**src/hdl/tsfa_pkg.sv**
```systemverilog
`default_nettype none

package tsfa_pkg;

    // Filter and converter sizes.
    localparam int TAPS     = 12;
    localparam int ADC_BITS = 10;
    localparam int IDX_W    = (TAPS > 1) ? $clog2(TAPS) : 1;

    // Register widths and reset values.
    localparam int AMB_W    = 8;
    localparam int SCALE_W  = 18;
    localparam int WEIGHT_W = 16;
    localparam int CFG_W    = 18;
    localparam int CFG_IDX_W = 2;

    localparam logic [AMB_W-1:0]    AMB_RESET    = AMB_W'(25);
    localparam logic [SCALE_W-1:0]  SCALE0_RESET = SCALE_W'(55627);
    localparam logic [SCALE_W-1:0]  SCALE1_RESET = SCALE_W'(56063);
    localparam logic [WEIGHT_W-1:0] WEIGHT_RESET = WEIGHT_W'(5461);

    // Register indexes on the configuration port.
    localparam logic [CFG_IDX_W-1:0] REG_AMBIENT = 2'd0;
    localparam logic [CFG_IDX_W-1:0] REG_SCALE0  = 2'd1;
    localparam logic [CFG_IDX_W-1:0] REG_SCALE1  = 2'd2;
    localparam logic [CFG_IDX_W-1:0] REG_WEIGHT  = 2'd3;

    // Scaling datapath: code times scale, Q16 down to Q8, plus ambient in Q8.
    localparam int SCALE_SHIFT = 8;
    localparam int PROD_W      = ADC_BITS + SCALE_W;
    localparam int AMB_Q8_W    = AMB_W + SCALE_SHIFT;
    localparam int SHIFTED_W   = PROD_W - SCALE_SHIFT;
    localparam int SC_SUM_W    = ((SHIFTED_W > AMB_Q8_W) ? SHIFTED_W : AMB_Q8_W) + 1;
    localparam int SCALED_W    = 19;
    localparam logic [SCALED_W-1:0] SCALED_MAX = {SCALED_W{1'b1}};

    // Filter datapath: ring sum times weight, Q24 down to whole degrees.
    localparam int SUM_W       = SCALED_W + IDX_W;
    localparam int FPROD_W     = SUM_W + WEIGHT_W;
    localparam int OUT_SHIFT   = 24;
    localparam int DEG_W       = FPROD_W - OUT_SHIFT;
    localparam int OUT_W       = 11;
    localparam logic [OUT_W-1:0] OUT_MAX = {OUT_W{1'b1}};

    // Ring memory holds both channels, one half each.
    localparam int MEM_AW    = IDX_W + 1;
    localparam int MEM_DEPTH = 1 << MEM_AW;

    // Queue between the scaler and the filter; the depth is a power of two.
    localparam int Q_DEPTH = 2;
    localparam int Q_PTR_W = $clog2(Q_DEPTH);
    localparam int Q_CNT_W = $clog2(Q_DEPTH + 1);

    // One scaled sample waiting for the filter.
    typedef struct packed {
        logic                ch;
        logic [SCALED_W-1:0] value;
    } sample_t;

    // Scaler sequencer.
    typedef enum logic [0:0] {
        F_IDLE,
        F_SCALE
    } front_state_t;

    // Filter sequencer.
    typedef enum logic [2:0] {
        B_IDLE,
        B_SUM,
        B_DRAIN,
        B_MUL,
        B_OUT
    } back_state_t;

endpackage

`default_nettype wire

```
**src/hdl/thermocouple_scale_fir_average.sv**
```systemverilog
`default_nettype none

// Channel      | Direction | Payload
// s_*          | in        | tuser: channel; tdata: adc_code (zero padded to 16 bits)
// m_*          | out       | tuser: channel_out; tdata: filtered_temp (zero padded)
// cfg_*        | in        | cfg_index selects the register, cfg_data low bits are kept
//
// An accepted item is scaled, queued, summed over every tap, weighted and registered
// at the output. The filter reads one ring entry per cycle from the ring memory,
// which sets the sustained item rate; the scaler takes the next item while the
// filter runs.
// Reset clears the rings (by per-entry written flags) and ring positions, and loads the register reset values.
// A stalled output holds its result; the filter waits on it, then the queue fills.

module thermocouple_scale_fir_average (
    input  wire logic                              clk,
    input  wire logic                              rst_n,
    input  wire logic                              s_tvalid,
    output logic                                   s_tready,
    input  wire logic [15:0]                       s_tdata,   // [9:0] adc_code
    input  wire logic [0:0]                        s_tuser,   // [0] channel
    output logic                                   m_tvalid,
    input  wire logic                              m_tready,
    output logic [15:0]                            m_tdata,   // [10:0] filtered_temp
    output logic [0:0]                             m_tuser,   // [0] channel_out
    input  wire logic                              cfg_we,
    input  wire logic [tsfa_pkg::CFG_IDX_W-1:0]    cfg_index,
    input  wire logic [tsfa_pkg::CFG_W-1:0]        cfg_data
);

    logic [tsfa_pkg::AMB_W-1:0]    ambient_reg;
    logic [tsfa_pkg::SCALE_W-1:0]  scale0_reg;
    logic [tsfa_pkg::SCALE_W-1:0]  scale1_reg;
    logic [tsfa_pkg::WEIGHT_W-1:0] weight_reg;

    logic                          q_push, q_full, q_pop, q_empty;
    tsfa_pkg::sample_t             q_in_item, q_out_item;
    logic [tsfa_pkg::OUT_W-1:0]    out_temp;

    // Configuration registers.
    always_ff @(posedge clk or negedge rst_n)
    begin
        if (!rst_n)
        begin
            ambient_reg <= tsfa_pkg::AMB_RESET;
            scale0_reg  <= tsfa_pkg::SCALE0_RESET;
            scale1_reg  <= tsfa_pkg::SCALE1_RESET;
            weight_reg  <= tsfa_pkg::WEIGHT_RESET;
        end
        else if (cfg_we)
        begin
            case (cfg_index)
                tsfa_pkg::REG_AMBIENT: ambient_reg <= cfg_data[tsfa_pkg::AMB_W-1:0];
                tsfa_pkg::REG_SCALE0:  scale0_reg  <= cfg_data[tsfa_pkg::SCALE_W-1:0];
                tsfa_pkg::REG_SCALE1:  scale1_reg  <= cfg_data[tsfa_pkg::SCALE_W-1:0];
                tsfa_pkg::REG_WEIGHT:  weight_reg  <= cfg_data[tsfa_pkg::WEIGHT_W-1:0];
                default:               ambient_reg <= ambient_reg;
            endcase
        end
    end

    // Scaler: accepts items and turns codes into degrees.
    tsfa_front u_front (
        .clk       (clk),
        .rst_n     (rst_n),
        .in_valid  (s_tvalid),
        .in_ready  (s_tready),
        .in_ch     (s_tuser[0]),
        .in_code   (s_tdata[tsfa_pkg::ADC_BITS-1:0]),
        .ambient   (ambient_reg),
        .scale0    (scale0_reg),
        .scale1    (scale1_reg),
        .push      (q_push),
        .push_item (q_in_item),
        .q_full    (q_full)
    );

    // Queue of scaled samples.
    tsfa_queue u_queue (
        .clk       (clk),
        .rst_n     (rst_n),
        .push      (q_push),
        .push_item (q_in_item),
        .full      (q_full),
        .pop       (q_pop),
        .pop_item  (q_out_item),
        .empty     (q_empty)
    );

    // Filter: ring update, tap sum and weighting.
    tsfa_back u_back (
        .clk       (clk),
        .rst_n     (rst_n),
        .q_item    (q_out_item),
        .q_empty   (q_empty),
        .pop       (q_pop),
        .weight    (weight_reg),
        .out_valid (m_tvalid),
        .out_ready (m_tready),
        .out_ch    (m_tuser[0]),
        .out_temp  (out_temp)
    );

    assign m_tdata = {{(16 - tsfa_pkg::OUT_W){1'b0}}, out_temp};

    // The scaler never pushes into a full queue.
    assert property (@(posedge clk) disable iff (!rst_n) q_push |-> !q_full)
        else $error("push into full queue");

    // The filter never pops an empty queue.
    assert property (@(posedge clk) disable iff (!rst_n) q_pop |-> !q_empty)
        else $error("pop from empty queue");

    // An accepted item keeps the scaler busy for the following cycle.
    assert property (@(posedge clk) disable iff (!rst_n) (s_tvalid && s_tready) |=> !s_tready)
        else $error("scaler ready right after accepting an item");

    // A pop starts a tap sweep, so no second pop follows at once.
    assert property (@(posedge clk) disable iff (!rst_n) q_pop |=> !q_pop)
        else $error("back to back pops");

endmodule

`default_nettype wire

```
**src/hdl/tsfa_front.sv**
```systemverilog
`default_nettype none

module tsfa_front (
    input  wire logic                             clk,
    input  wire logic                             rst_n,
    input  wire logic                             in_valid,
    output logic                                  in_ready,
    input  wire logic                             in_ch,
    input  wire logic [tsfa_pkg::ADC_BITS-1:0]    in_code,
    input  wire logic [tsfa_pkg::AMB_W-1:0]       ambient,
    input  wire logic [tsfa_pkg::SCALE_W-1:0]     scale0,
    input  wire logic [tsfa_pkg::SCALE_W-1:0]     scale1,
    output logic                                  push,
    output tsfa_pkg::sample_t                     push_item,
    input  wire logic                             q_full
);

    tsfa_pkg::front_state_t state_reg, state_next;

    logic                             ch_reg;
    logic [tsfa_pkg::PROD_W-1:0]      prod_reg;
    logic [tsfa_pkg::SCALE_W-1:0]     scale_sel;
    logic [tsfa_pkg::SC_SUM_W-1:0]    sc_sum;
    logic                             accept;

    assign accept    = in_valid && in_ready;
    assign scale_sel = in_ch ? scale1 : scale0;

    // Next state: multiply into a register, then wait for room in the queue.
    always_comb
    begin
        state_next = state_reg;
        case (state_reg)
            tsfa_pkg::F_IDLE:
            begin
                if (in_valid)
                begin
                    state_next = tsfa_pkg::F_SCALE;
                end
            end
            tsfa_pkg::F_SCALE:
            begin
                if (!q_full)
                begin
                    state_next = tsfa_pkg::F_IDLE;
                end
            end
            default:
            begin
                state_next = tsfa_pkg::F_IDLE;
            end
        endcase
    end

    // Outputs of the sequencer.
    always_comb
    begin
        in_ready = 1'b0;
        push     = 1'b0;
        case (state_reg)
            tsfa_pkg::F_IDLE:
            begin
                in_ready = 1'b1;
            end
            tsfa_pkg::F_SCALE:
            begin
                push = !q_full;
            end
            default:
            begin
                in_ready = 1'b0;
            end
        endcase
    end

    always_ff @(posedge clk or negedge rst_n)
    begin
        if (!rst_n)
        begin
            state_reg <= tsfa_pkg::F_IDLE;
        end
        else
        begin
            state_reg <= state_next;
        end
    end

    // Product of code and the channel's degrees per count, in Q16.
    always_ff @(posedge clk)
    begin
        if (accept)
        begin
            ch_reg   <= in_ch;
            prod_reg <= tsfa_pkg::PROD_W'(in_code) * tsfa_pkg::PROD_W'(scale_sel);
        end
    end

    // Drop to Q8, add the cold junction temperature and saturate.
    always_comb
    begin
        sc_sum = tsfa_pkg::SC_SUM_W'(prod_reg[tsfa_pkg::PROD_W-1:tsfa_pkg::SCALE_SHIFT])
               + tsfa_pkg::SC_SUM_W'({ambient, {tsfa_pkg::SCALE_SHIFT{1'b0}}});
        push_item.ch = ch_reg;
        if (sc_sum > tsfa_pkg::SC_SUM_W'(tsfa_pkg::SCALED_MAX))
        begin
            push_item.value = tsfa_pkg::SCALED_MAX;
        end
        else
        begin
            push_item.value = sc_sum[tsfa_pkg::SCALED_W-1:0];
        end
    end

endmodule

`default_nettype wire

```
**src/hdl/tsfa_queue.sv**
```systemverilog
`default_nettype none

module tsfa_queue (
    input  wire logic                clk,
    input  wire logic                rst_n,
    input  wire logic                push,
    input  wire tsfa_pkg::sample_t   push_item,
    output logic                     full,
    input  wire logic                pop,
    output tsfa_pkg::sample_t        pop_item,
    output logic                     empty
);

    tsfa_pkg::sample_t                 entry_reg [tsfa_pkg::Q_DEPTH];
    logic [tsfa_pkg::Q_PTR_W-1:0]      wr_ptr_reg, rd_ptr_reg;
    logic [tsfa_pkg::Q_CNT_W-1:0]      cnt_reg;

    assign full     = (cnt_reg == tsfa_pkg::Q_CNT_W'(tsfa_pkg::Q_DEPTH));
    assign empty    = (cnt_reg == '0);
    assign pop_item = entry_reg[rd_ptr_reg];

    // Pointers and fill count.
    always_ff @(posedge clk or negedge rst_n)
    begin
        if (!rst_n)
        begin
            wr_ptr_reg <= '0;
            rd_ptr_reg <= '0;
            cnt_reg    <= '0;
        end
        else
        begin
            if (push)
            begin
                wr_ptr_reg <= wr_ptr_reg + 1'b1;
            end
            if (pop)
            begin
                rd_ptr_reg <= rd_ptr_reg + 1'b1;
            end
            if (push && !pop)
            begin
                cnt_reg <= cnt_reg + 1'b1;
            end
            else if (pop && !push)
            begin
                cnt_reg <= cnt_reg - 1'b1;
            end
        end
    end

    // Entry storage.
    always_ff @(posedge clk)
    begin
        if (push)
        begin
            entry_reg[wr_ptr_reg] <= push_item;
        end
    end

endmodule

`default_nettype wire

```
**src/hdl/tsfa_back.sv**
```systemverilog
`default_nettype none

module tsfa_back (
    input  wire logic                             clk,
    input  wire logic                             rst_n,
    input  wire tsfa_pkg::sample_t                q_item,
    input  wire logic                             q_empty,
    output logic                                  pop,
    input  wire logic [tsfa_pkg::WEIGHT_W-1:0]    weight,
    output logic                                  out_valid,
    input  wire logic                             out_ready,
    output logic                                  out_ch,
    output logic [tsfa_pkg::OUT_W-1:0]            out_temp
);

    tsfa_pkg::back_state_t state_reg, state_next;

    logic [tsfa_pkg::SCALED_W-1:0]  ring_mem [tsfa_pkg::MEM_DEPTH];
    logic [tsfa_pkg::MEM_DEPTH-1:0] written_reg;
    logic [tsfa_pkg::IDX_W-1:0]     wpos_reg [2];
    logic [tsfa_pkg::IDX_W-1:0]     wpos_next;

    logic                           ch_reg;
    logic [tsfa_pkg::IDX_W-1:0]     idx_reg;
    logic                           idx_last;
    logic [tsfa_pkg::MEM_AW-1:0]    wr_addr, rd_addr;
    logic [tsfa_pkg::SCALED_W-1:0]  rd_data_reg;
    logic                           rd_written_reg;
    logic                           acc_en_reg;
    logic [tsfa_pkg::SUM_W-1:0]     acc_reg;
    logic [tsfa_pkg::FPROD_W-1:0]   fprod_reg;
    logic [tsfa_pkg::DEG_W-1:0]     deg;
    logic                           load_out;
    logic                           out_valid_reg;

    assign idx_last = (idx_reg == tsfa_pkg::IDX_W'(tsfa_pkg::TAPS - 1));

    // Ring position advances before the write and wraps at the tap count.
    always_comb
    begin
        if (wpos_reg[q_item.ch] == tsfa_pkg::IDX_W'(tsfa_pkg::TAPS - 1))
        begin
            wpos_next = '0;
        end
        else
        begin
            wpos_next = wpos_reg[q_item.ch] + 1'b1;
        end
    end

    assign wr_addr = {q_item.ch, wpos_next};
    assign rd_addr = {ch_reg, idx_reg};

    // Next state: take a sample, read every tap, weight the sum, hand it over.
    always_comb
    begin
        state_next = state_reg;
        case (state_reg)
            tsfa_pkg::B_IDLE:
            begin
                if (!q_empty)
                begin
                    state_next = tsfa_pkg::B_SUM;
                end
            end
            tsfa_pkg::B_SUM:
            begin
                if (idx_last)
                begin
                    state_next = tsfa_pkg::B_DRAIN;
                end
            end
            tsfa_pkg::B_DRAIN:
            begin
                state_next = tsfa_pkg::B_MUL;
            end
            tsfa_pkg::B_MUL:
            begin
                state_next = tsfa_pkg::B_OUT;
            end
            tsfa_pkg::B_OUT:
            begin
                if (!out_valid_reg || out_ready)
                begin
                    state_next = tsfa_pkg::B_IDLE;
                end
            end
            default:
            begin
                state_next = tsfa_pkg::B_IDLE;
            end
        endcase
    end

    // Outputs of the sequencer.
    always_comb
    begin
        pop      = 1'b0;
        load_out = 1'b0;
        case (state_reg)
            tsfa_pkg::B_IDLE:
            begin
                pop = !q_empty;
            end
            tsfa_pkg::B_OUT:
            begin
                load_out = !out_valid_reg || out_ready;
            end
            default:
            begin
                pop = 1'b0;
            end
        endcase
    end

    // Control state.
    always_ff @(posedge clk or negedge rst_n)
    begin
        if (!rst_n)
        begin
            state_reg     <= tsfa_pkg::B_IDLE;
            written_reg   <= '0;
            wpos_reg[0]   <= '0;
            wpos_reg[1]   <= '0;
            idx_reg       <= '0;
            acc_en_reg    <= 1'b0;
            out_valid_reg <= 1'b0;
        end
        else
        begin
            state_reg  <= state_next;
            acc_en_reg <= (state_reg == tsfa_pkg::B_SUM);
            if (pop)
            begin
                written_reg[wr_addr]   <= 1'b1;
                wpos_reg[q_item.ch]    <= wpos_next;
                idx_reg                <= '0;
            end
            else if (state_reg == tsfa_pkg::B_SUM)
            begin
                idx_reg <= idx_reg + 1'b1;
            end
            if (load_out)
            begin
                out_valid_reg <= 1'b1;
            end
            else if (out_ready)
            begin
                out_valid_reg <= 1'b0;
            end
        end
    end

    // Ring memory: the new sample is written on pop, taps are read one a cycle.
    always_ff @(posedge clk)
    begin
        if (pop)
        begin
            ring_mem[wr_addr] <= q_item.value;
        end
        rd_data_reg    <= ring_mem[rd_addr];
        rd_written_reg <= written_reg[rd_addr];
    end

    // Tap accumulation; an entry never written counts as zero.
    always_ff @(posedge clk)
    begin
        if (pop)
        begin
            ch_reg  <= q_item.ch;
            acc_reg <= '0;
        end
        else if (acc_en_reg && rd_written_reg)
        begin
            acc_reg <= acc_reg + tsfa_pkg::SUM_W'(rd_data_reg);
        end
        if (state_reg == tsfa_pkg::B_MUL)
        begin
            fprod_reg <= tsfa_pkg::FPROD_W'(acc_reg) * tsfa_pkg::FPROD_W'(weight);
        end
    end

    // Whole degrees, saturated to the output range.
    assign deg = fprod_reg[tsfa_pkg::FPROD_W-1:tsfa_pkg::OUT_SHIFT];

    always_ff @(posedge clk)
    begin
        if (load_out)
        begin
            out_ch <= ch_reg;
            if (deg > tsfa_pkg::DEG_W'(tsfa_pkg::OUT_MAX))
            begin
                out_temp <= tsfa_pkg::OUT_MAX;
            end
            else
            begin
                out_temp <= deg[tsfa_pkg::OUT_W-1:0];
            end
        end
    end

    assign out_valid = out_valid_reg;

endmodule

`default_nettype wire

```
**config.mk**
```make
export PLATFORM = sky130hd
export DESIGN_NAME = thermocouple_scale_fir_average
export DESIGN_NICKNAME = d
export VERILOG_FILES = /design/src/hdl/tsfa_pkg.sv /design/src/hdl/thermocouple_scale_fir_average.sv /design/src/hdl/tsfa_front.sv /design/src/hdl/tsfa_queue.sv /design/src/hdl/tsfa_back.sv
export SDC_FILE = /design/constraint.sdc
export NUM_CORES = 2
export LEC_CHECK = 0
export BUFFER_PORTS_ARGS = -buffer_cell sky130_fd_sc_hd__buf_4
export CORE_UTILIZATION = 60
export DETAILED_ROUTE_END_ITERATION = 8
export GPL_TIMING_DRIVEN = 0
export PLACE_DENSITY_LB_ADDON = 0.05
export SLEW_MARGIN = 15
export SYNTH_ARGS = -nofsm -noshare
export SYNTH_HDL_FRONTEND = slang
export SYNTH_SLANG_ARGS = --single-unit
```
**constraint.sdc**
```tcl
create_clock -name clk -period 7.3 [get_ports clk]
set_input_delay 1.46 -clock clk [delete_from_list [all_inputs] [get_ports clk]]
set_output_delay 1.46 -clock clk [all_outputs]
set_load 0.1 [all_outputs]
```
After elaboration in Yosys (flattened, before gate mapping)
Memory sizes are Yosys's and may differ from the RTL's. A register that Yosys moved wholly into a read port is not among the register bits.
Cells that the tools add are included.
Widths: inputs -> output; s select.
{"block": "word_totals", "register_bits": 219, "ramBits": 648, "inputBits": 42, "word_cells": 115, "memories": 2}
{"name": "u_back.ring_mem", "words": 32, "width": 19, "rd": 1, "rd_ports_with_merged_regs": 1, "write_ports": 1, "line_no": "tsfa_back.sv:18", "text": "logic [tsfa_pkg::SCALED_W-1:0] ring_mem [tsfa_pkg::MEM_DEPTH];"}
{"name": "u_queue.entry_reg", "words": 2, "width": 20, "rd": 1, "rd_ports_with_merged_regs": 0, "write_ports": 1, "line_no": "tsfa_queue.sv:14", "text": "tsfa_pkg::sample_t entry_reg [tsfa_pkg::Q_DEPTH];"}
{"block": "op_classes", "add_sub_neg": 8, "n_mul": 2, "magnitude_cmp": 7, "eq_ne": 13, "n_mux": 34, "bitwise": 3, "reduce_logical": 23}
{"cell": "$mul 23x16->39", "count": 1}
{"cell": "$or 32x32->32", "count": 1}
{"cell": "$mul 10x18->28", "count": 1}
{"cell": "$mux 4", "count": 7}
{"cell": "$add 23x19->23", "count": 1}
{"cell": "$add 20x16->21", "count": 1}
{"cell": "$gt 21x19->1 const B", "count": 1}
{"cell": "$mux 19", "count": 1}
{"cell": "$mux 18", "count": 1}
{"cell": "$gt 15x11->1 const B", "count": 1}
{"cell": "$pmux 3 s5", "count": 1}
{"cell": "$mux 1", "count": 14}
{"cell": "$lt 5x6->1 const B", "count": 2}
{"cell": "$mux 3", "count": 3}
{"cell": "$add 4x1->4 const B", "count": 2}
{"cell": "$bwmux 8", "count": 1}
{"cell": "$eq 4x4->1 const B", "count": 2}
{"cell": "$reduce_and 2->1", "count": 4}
{"cell": "$eq 2x2->1 const B", "count": 3}
{"cell": "$eq 3x2->1 const B", "count": 2}
{"cell": "$logic_and 1x1->1", "count": 6}
{"cell": "$reduce_bool 2->1", "count": 3}
{"cell": "$bmux 1 s5", "count": 1}
{"cell": "$demux 1 s5", "count": 1}
{"cell": "21 further kinds", "count": 29}

Depth between registers and ports, before layout
An unclocked memory read counts as a cell.
{"block": "depth", "word_depth": 12, "depth_mapped": 24, "mapped_depth_nobuf": 23}

Cells and area by module
From an unflattened synthesis, not the netlist that was laid out.
{"block": "unflattened", "cells_unflattened": 3541, "area_unflattened_um2": 50270.7}
{"module": "tsfa_back", "instances": 1, "cells_per_inst": 2605, "area_per_inst_um2": 39359.0, "seq_area_each_um2": 21185.3}
{"module": "tsfa_front", "instances": 1, "cells_per_inst": 725, "area_per_inst_um2": 6850.3, "seq_area_each_um2": 655.6}
{"module": "thermocouple_scale_fir_average", "instances": 1, "cells_per_inst": 133, "area_per_inst_um2": 2353.5, "seq_area_each_um2": 1541.5}
{"module": "tsfa_queue", "instances": 1, "cells_per_inst": 78, "area_per_inst_um2": 1707.9, "seq_area_each_um2": 1301.2}

Least setup slack after synthesis
Ideal clock, no wire load.
{"block": "synth_timing", "kind": "input-to-reg", "startpoint": "input port s_tuser", "endpoint": "register u_front.prod_reg[21] (netlist name), data pin", "t_arrival_ns": 6.828, "required_ns": 7.042, "path_slack_ns": 0.214, "cell_stages": 21, "n_path_buf": 2, "cell_sequence": "buf_6 -> clkbuf_1 -> mux2_2 -> and2_1 -> fa_1 -> inv_1 -> fa_1 -> fa_1 -> inv_1 -> fa_1 -> fa_1 -> ha_1 -> nand4_1 -> o21bai_1 -> a211o_1 -> a21o_4 -> a21oi_1 -> o21ai_1 -> a21o_1 -> a21oi_1 -> xnor2_1"}
{"block": "synth_via", "elab_chain_cells": 2}
{"element": "from (decl)", "line_no": "thermocouple_scale_fir_average.sv:21", "text": "input wire logic [0:0] s_tuser,"}
{"element": "$mux 18", "line_no": "tsfa_front.sv:27", "text": "assign scale_sel = in_ch ? scale1 : scale0;"}
{"element": "$mul 10x18->28", "line_no": "tsfa_front.sv:94", "text": "prod_reg <= tsfa_pkg::PROD_W'(in_code) * tsfa_pkg::PROD_W'(scale_sel);"}
{"element": "to (signal assigned)", "line_no": "tsfa_front.sv:94"}
{"element": "to (decl)", "line_no": "tsfa_front.sv:21", "text": "logic [tsfa_pkg::PROD_W-1:0] prod_reg;"}
No other way between the ends.
A chain may end at the register's enable or synchronous reset.

Final worst setup path
{"block": "layout_timing", "startpoint": "register weight_reg[11] (netlist name)", "endpoint": "register u_back.fprod_reg[36] (netlist name), data pin"}
{"block": "layout_via", "elab_chain_cells": 1}
{"element": "from (decl)", "line_no": "thermocouple_scale_fir_average.sv:34", "text": "logic [tsfa_pkg::WEIGHT_W-1:0] weight_reg;"}
{"element": "from (signal assigned)", "line_no": "thermocouple_scale_fir_average.sv:48", "text": "weight_reg <= tsfa_pkg::WEIGHT_RESET;"}
{"element": "from (signal assigned)", "line_no": "thermocouple_scale_fir_average.sv:56", "text": "tsfa_pkg::REG_WEIGHT: weight_reg <= cfg_data[tsfa_pkg::WEIGHT_W-1:0];"}
{"element": "$mul 23x16->39", "line_no": "tsfa_back.sv:179", "text": "fprod_reg <= tsfa_pkg::FPROD_W'(acc_reg) * tsfa_pkg::FPROD_W'(weight);"}
{"element": "to (signal assigned)", "line_no": "tsfa_back.sv:179"}
{"element": "to (decl)", "line_no": "tsfa_back.sv:31", "text": "logic [tsfa_pkg::FPROD_W-1:0] fprod_reg;"}
No other way between the ends.

==> impl.org <==
** Global routing
- For this run, the total global-route usage over all layers was measured as between 20 and 30%.
- The total overflow left after global routing is 0.
- The via count of the first global-routing pass is about 31000.
- The initial antenna violation count came to 5.
- The first global-routing pass estimated 185 mm of wire.
- Entering global routing, the biggest net connects between 80 and 90 pins.

** Logic synthesis
- Count leader, synth :: sky130_fd_sc_hd__edfxtp_1
- Mapped Avg Cell Area :: 14.0 sq um
- Netlist area before placement :: between 40000 and 50000 sq um
- After synthesis, the cell types taking the most area are sky130_fd_sc_hd__edfxtp_1 42%, sky130_fd_sc_hd__fa_1 17%, sky130_fd_sc_hd__mux4_2 9.0%, sky130_fd_sc_hd__ha_1 5.1%, sky130_fd_sc_hd__dfrtp_1 4.1%.
- Proportion of synthesized chip area in sequential cells :: 49.4%
- Area share of the largest cell type after synthesis :: 41.9%
- By count the netlist is led by 697 x sky130_fd_sc_hd__edfxtp_1, 477 x sky130_fd_sc_hd__inv_1, 418 x sky130_fd_sc_hd__fa_1.
- Gate count of the mapped netlist :: 3557
- Yosys printed 0 warnings.
- Of all cell types, the one taking the most synthesized area is sky130_fd_sc_hd__edfxtp_1.
- Netlist cell types :: between 60 and 70
- For this run, the leading register cell type out of synthesis is sky130_fd_sc_hd__edfxtp_1.
- Fraction of registers with async set or reset after synthesis :: 13.3%
- The synthesized design contains roughly 850 register bits.
- Number of enable-type register cells in the synthesized netlist :: 697

** Floorplanning
- From left edge to right edge, the die measures a little under 300 um.
- The die covers ~84000 sq um.
- The floorplan step set the die height to about 290 um.
- The core region is between 80000 and 90000 sq um.
- Num ports :: between 60 and 70
- For this configuration, the core starts out at a cell density of 60.7%.
- In this run the core area contains about 110 standard-cell rows.

** Clock tree
- CTS tree :: built
- In this run the deepest clock path goes through 3 buffers.
- In this run, CTS created clock tree buffers numbering 86.
- After clock tree synthesis, the clock-pin slew on the worst setup and hold paths is 60 ps.
- Cts-stage hold buffer count :: 0
- Maximum level of the CTS H-tree :: 3
- Number of sinks driven by the clock tree :: 854
- The cell sitting at the root of the clock tree is a sky130_fd_sc_hd__clkbuf_16.
- Clock insertion delay at the later pin of the skew report :: 670 ps

** Finish
- The layout has around 5900 filler cells.
- Share of post-route cells with drive strength above 1 :: 17.5%
- Combined area of the multi-input logic cells :: 23200 sq um
- Layout net count :: roughly 4400
- Number of standard cells in the layout, taps in and fillers out :: 4843
- Finished Core Util :: 66.9%
- Once layout is done, the placed cells without fillers occupy around 55000 sq um.
- Signed area change from the synthesized netlist to the final layout :: 10.2%
- Register area :: approximately 25000 sq um
- Number of flip-flops in the largest register :: between 600 and 700

** Min path
- In this run the worst hold path is classified as flip-flop to flip-flop.

** Worst setup path
- Category of the most critical setup path :: flip-flop to flip-flop
- Data on the critical path is required at its endpoint by ~7700 ps.
- In this run the worst path has a maximum fanout of 10.
- STA puts the critical path data arrival time at 7580 ps.
- STA classifies the critical path endpoint as a flip-flop.
- Worst Setup Start Kind :: flip-flop

** Detailed routing
- Met2 wirelength from detailed routing :: around 58 mm
- Detailed-routing wirelength on met1 :: 49.5 mm
- After detailed routing, the number of remaining DRC violations is 0.
- Initial drt markers :: between 2000 and 2500
- The final layout contains routed wiring with a total length of 121 mm.
- The highest metal layer carrying signal wires in the routed design is met5.
- Total number of vias :: 29200
- Via-to-Cell Ratio :: roughly 6
- Routed met3 length :: roughly 10 mm
- After detailed routing, the average wire length per cell comes to around 25 um.
- First drt pass iteration count :: 6
- In this run the remaining antenna-violating nets after routing total 0.

** Timing
- At the pin with the least slew margin, the transition time is ~1100 ps.
- Final setup vio count :: 0
- Setup repair after global routing could not meet its margin everywhere.
- Count of pins over their slew limit :: 0
- Across the routed clock network, the largest skew measured is around 65 ps.
- Of the available clock period, the critical path in the final layout requires ~100%.
- Time the final worst path needs with I/O delays and setup :: slightly above 7000 ps
- Timing would allow up to 0.138 GHz.
- On the final layout, the worst hold slack is between 400 and 500 ps.
- The final hold violation count came to 0.
- Measured against its own limit, the worst slew margin works out to roughly a quarter.

** Place
- Once placement finished, the instance area stood at roughly 52000 sq um.
- Input and output buffers added on the ports amount to 43.
- Sum of net half-perimeters after detailed placement :: between 80 and 90 mm
- After detailed placement, the design holds a cell count of between 4000 and 5000.
- Final weighted congestion in routability-driven placement :: around 0.93

** Job
- Number of maximum-capacitance constraint violations :: 0

** Outcome
- The run finished with clean final reports.
==> stage by stage <==
stage	TNS [ps]	setup WS (ps)
floorplan	0	214
global placement	-6590	-586
detailed placement	-7600	-685
CTS	0	18.8
global route	-198	-159
finish	0	71.5
==> critical path: stages, from the launching register on <==
cell                        delay [ps]
sky130_fd_sc_hd__dfrtp_1           500
sky130_fd_sc_hd__clkbuf_1          490
sky130_fd_sc_hd__nand2_1           160
sky130_fd_sc_hd__fa_1              520
sky130_fd_sc_hd__inv_1              50
sky130_fd_sc_hd__fa_1              560
sky130_fd_sc_hd__fa_1              460
sky130_fd_sc_hd__fa_1              480
sky130_fd_sc_hd__fa_1              520
sky130_fd_sc_hd__inv_1              60
sky130_fd_sc_hd__fa_1              480
sky130_fd_sc_hd__inv_1              40
sky130_fd_sc_hd__ha_1              380
sky130_fd_sc_hd__nand4_1           300
sky130_fd_sc_hd__a2111oi_2         350
sky130_fd_sc_hd__o21ai_2            90
sky130_fd_sc_hd__buf_4             190
sky130_fd_sc_hd__a31oi_4           270
sky130_fd_sc_hd__nor2_1            110
sky130_fd_sc_hd__o211a_1           310
sky130_fd_sc_hd__o2111ai_1         300
sky130_fd_sc_hd__a21oi_1           130
sky130_fd_sc_hd__xnor2_1           140
==> path summary, 6_finish.rpt <==
check,startpoint,end,slack [ps],depth (start not counted)
hold / removal,u_back.written_reg[6],u_back.written_reg[6],470,1
setup / recovery,weight_reg[11],u_back.fprod_reg[36],70,22
hold reg to reg,u_back.written_reg[6],u_back.written_reg[6],470,1
min in group asynchronous,rst_n,weight_reg[13],750,1
setup reg to reg,weight_reg[11],u_back.fprod_reg[36],70,22
max in group asynchronous,rst_n,u_back.idx_reg[1],5770,2
==> kinds of logic after synthesis <==
| logic type | Yosys count | share of synthesized area (%) |
|---|---|---|
| buffers and inverters | 632 | 4.81 |
| other | 1 | 0.00751 |
| muxes | 327 | 11.9 |
| xor gates and xnor gates | 70 | 1.23 |
| DFF | 854 | 49.4 |
| AOI/OAI and AO/OA | 190 | 2.50 |
| and+or+nand+nor | 862 | 8.32 |
| adders and majority gates | 621 | 21.8 |
==> layout by cell type, fill, tap and decap left out, types with 6 or more instances in the layout <==
| master | instances |
|---|---|
| sky130_fd_sc_hd__ha_1 | 203 |
| sky130_fd_sc_hd__inv_1 | 477 |
| sky130_fd_sc_hd__a21oi_1 | 66 |
| sky130_fd_sc_hd__edfxtp_1 | 697 |
| sky130_fd_sc_hd__nand4_1 | 13 |
| sky130_fd_sc_hd__clkbuf_16 | 88 |
| sky130_fd_sc_hd__clkinv_1 | 25 |
| sky130_fd_sc_hd__mux2_2 | 120 |
| sky130_fd_sc_hd__o21ai_0 | 26 |
| sky130_fd_sc_hd__nand3_1 | 21 |
| sky130_fd_sc_hd__a21o_1 | 27 |
| sky130_fd_sc_hd__nor2b_1 | 13 |
| sky130_fd_sc_hd__nor2_1 | 52 |
| sky130_fd_sc_hd__clkbuf_2 | 34 |
| sky130_fd_sc_hd__and2_1 | 217 |
| sky130_fd_sc_hd__buf_16 | 6 |
| sky130_fd_sc_hd__nor3_1 | 14 |
| sky130_fd_sc_hd__buf_1 | 23 |
| sky130_fd_sc_hd__nor2_4 | 32 |
| sky130_fd_sc_hd__buf_2 | 6 |
| sky130_fd_sc_hd__nand2b_1 | 32 |
| sky130_fd_sc_hd__xor2_1 | 22 |
| sky130_fd_sc_hd__or2_2 | 33 |
| sky130_fd_sc_hd__and3_1 | 8 |
| sky130_fd_sc_hd__a211oi_1 | 10 |
| sky130_fd_sc_hd__clkinv_2 | 10 |
| sky130_fd_sc_hd__o21a_1 | 7 |
| sky130_fd_sc_hd__mux4_2 | 200 |
| sky130_fd_sc_hd__nand2_1 | 402 |
| sky130_fd_sc_hd__dfxtp_1 | 40 |
| sky130_fd_sc_hd__dfstp_2 | 32 |
| sky130_fd_sc_hd__dfrtp_1 | 82 |
| sky130_fd_sc_hd__clkbuf_1 | 97 |
| sky130_fd_sc_hd__xnor2_1 | 48 |
| sky130_fd_sc_hd__buf_4 | 48 |
| sky130_fd_sc_hd__o21bai_1 | 12 |
| sky130_fd_sc_hd__fa_1 | 418 |
==> repair_timing <==
action,4_1_cts,5_1_grt
resized for setup,32,29
setup endpoints to repair,14,14
buffers inserted,0,1
hold endpoints to repair,0,0
pin swaps,0,0
==> final cells by class <==
| type | instances | area share [%] |
|---|---|---|
| antenna | 1 | 0.00455 |
| buffer | 149 | 1.16 |
| clock buffer | 110 | 4.22 |
| clock inverter | 49 | 0.841 |
| inverter | 479 | 3.27 |
| multi-input combinational | 2075 | 42.1 |
| sequential | 854 | 44.9 |
| tap | 1070 | 2.43 |
| timing repair buffer | 56 | 1.09 |
==> metal layers <==
metal / global-route usage, % / up-vias
met5: 0 / -
met4: 9.65 / 2
met3: 6.03 / 231
met2: 47.3 / 1212
met1: 41.7 / 15300
li1: - / 12500
Power is left out: the tool's default activity adds up to more than one toggle a clock period on the data nets, which glitch-free logic cannot reach.
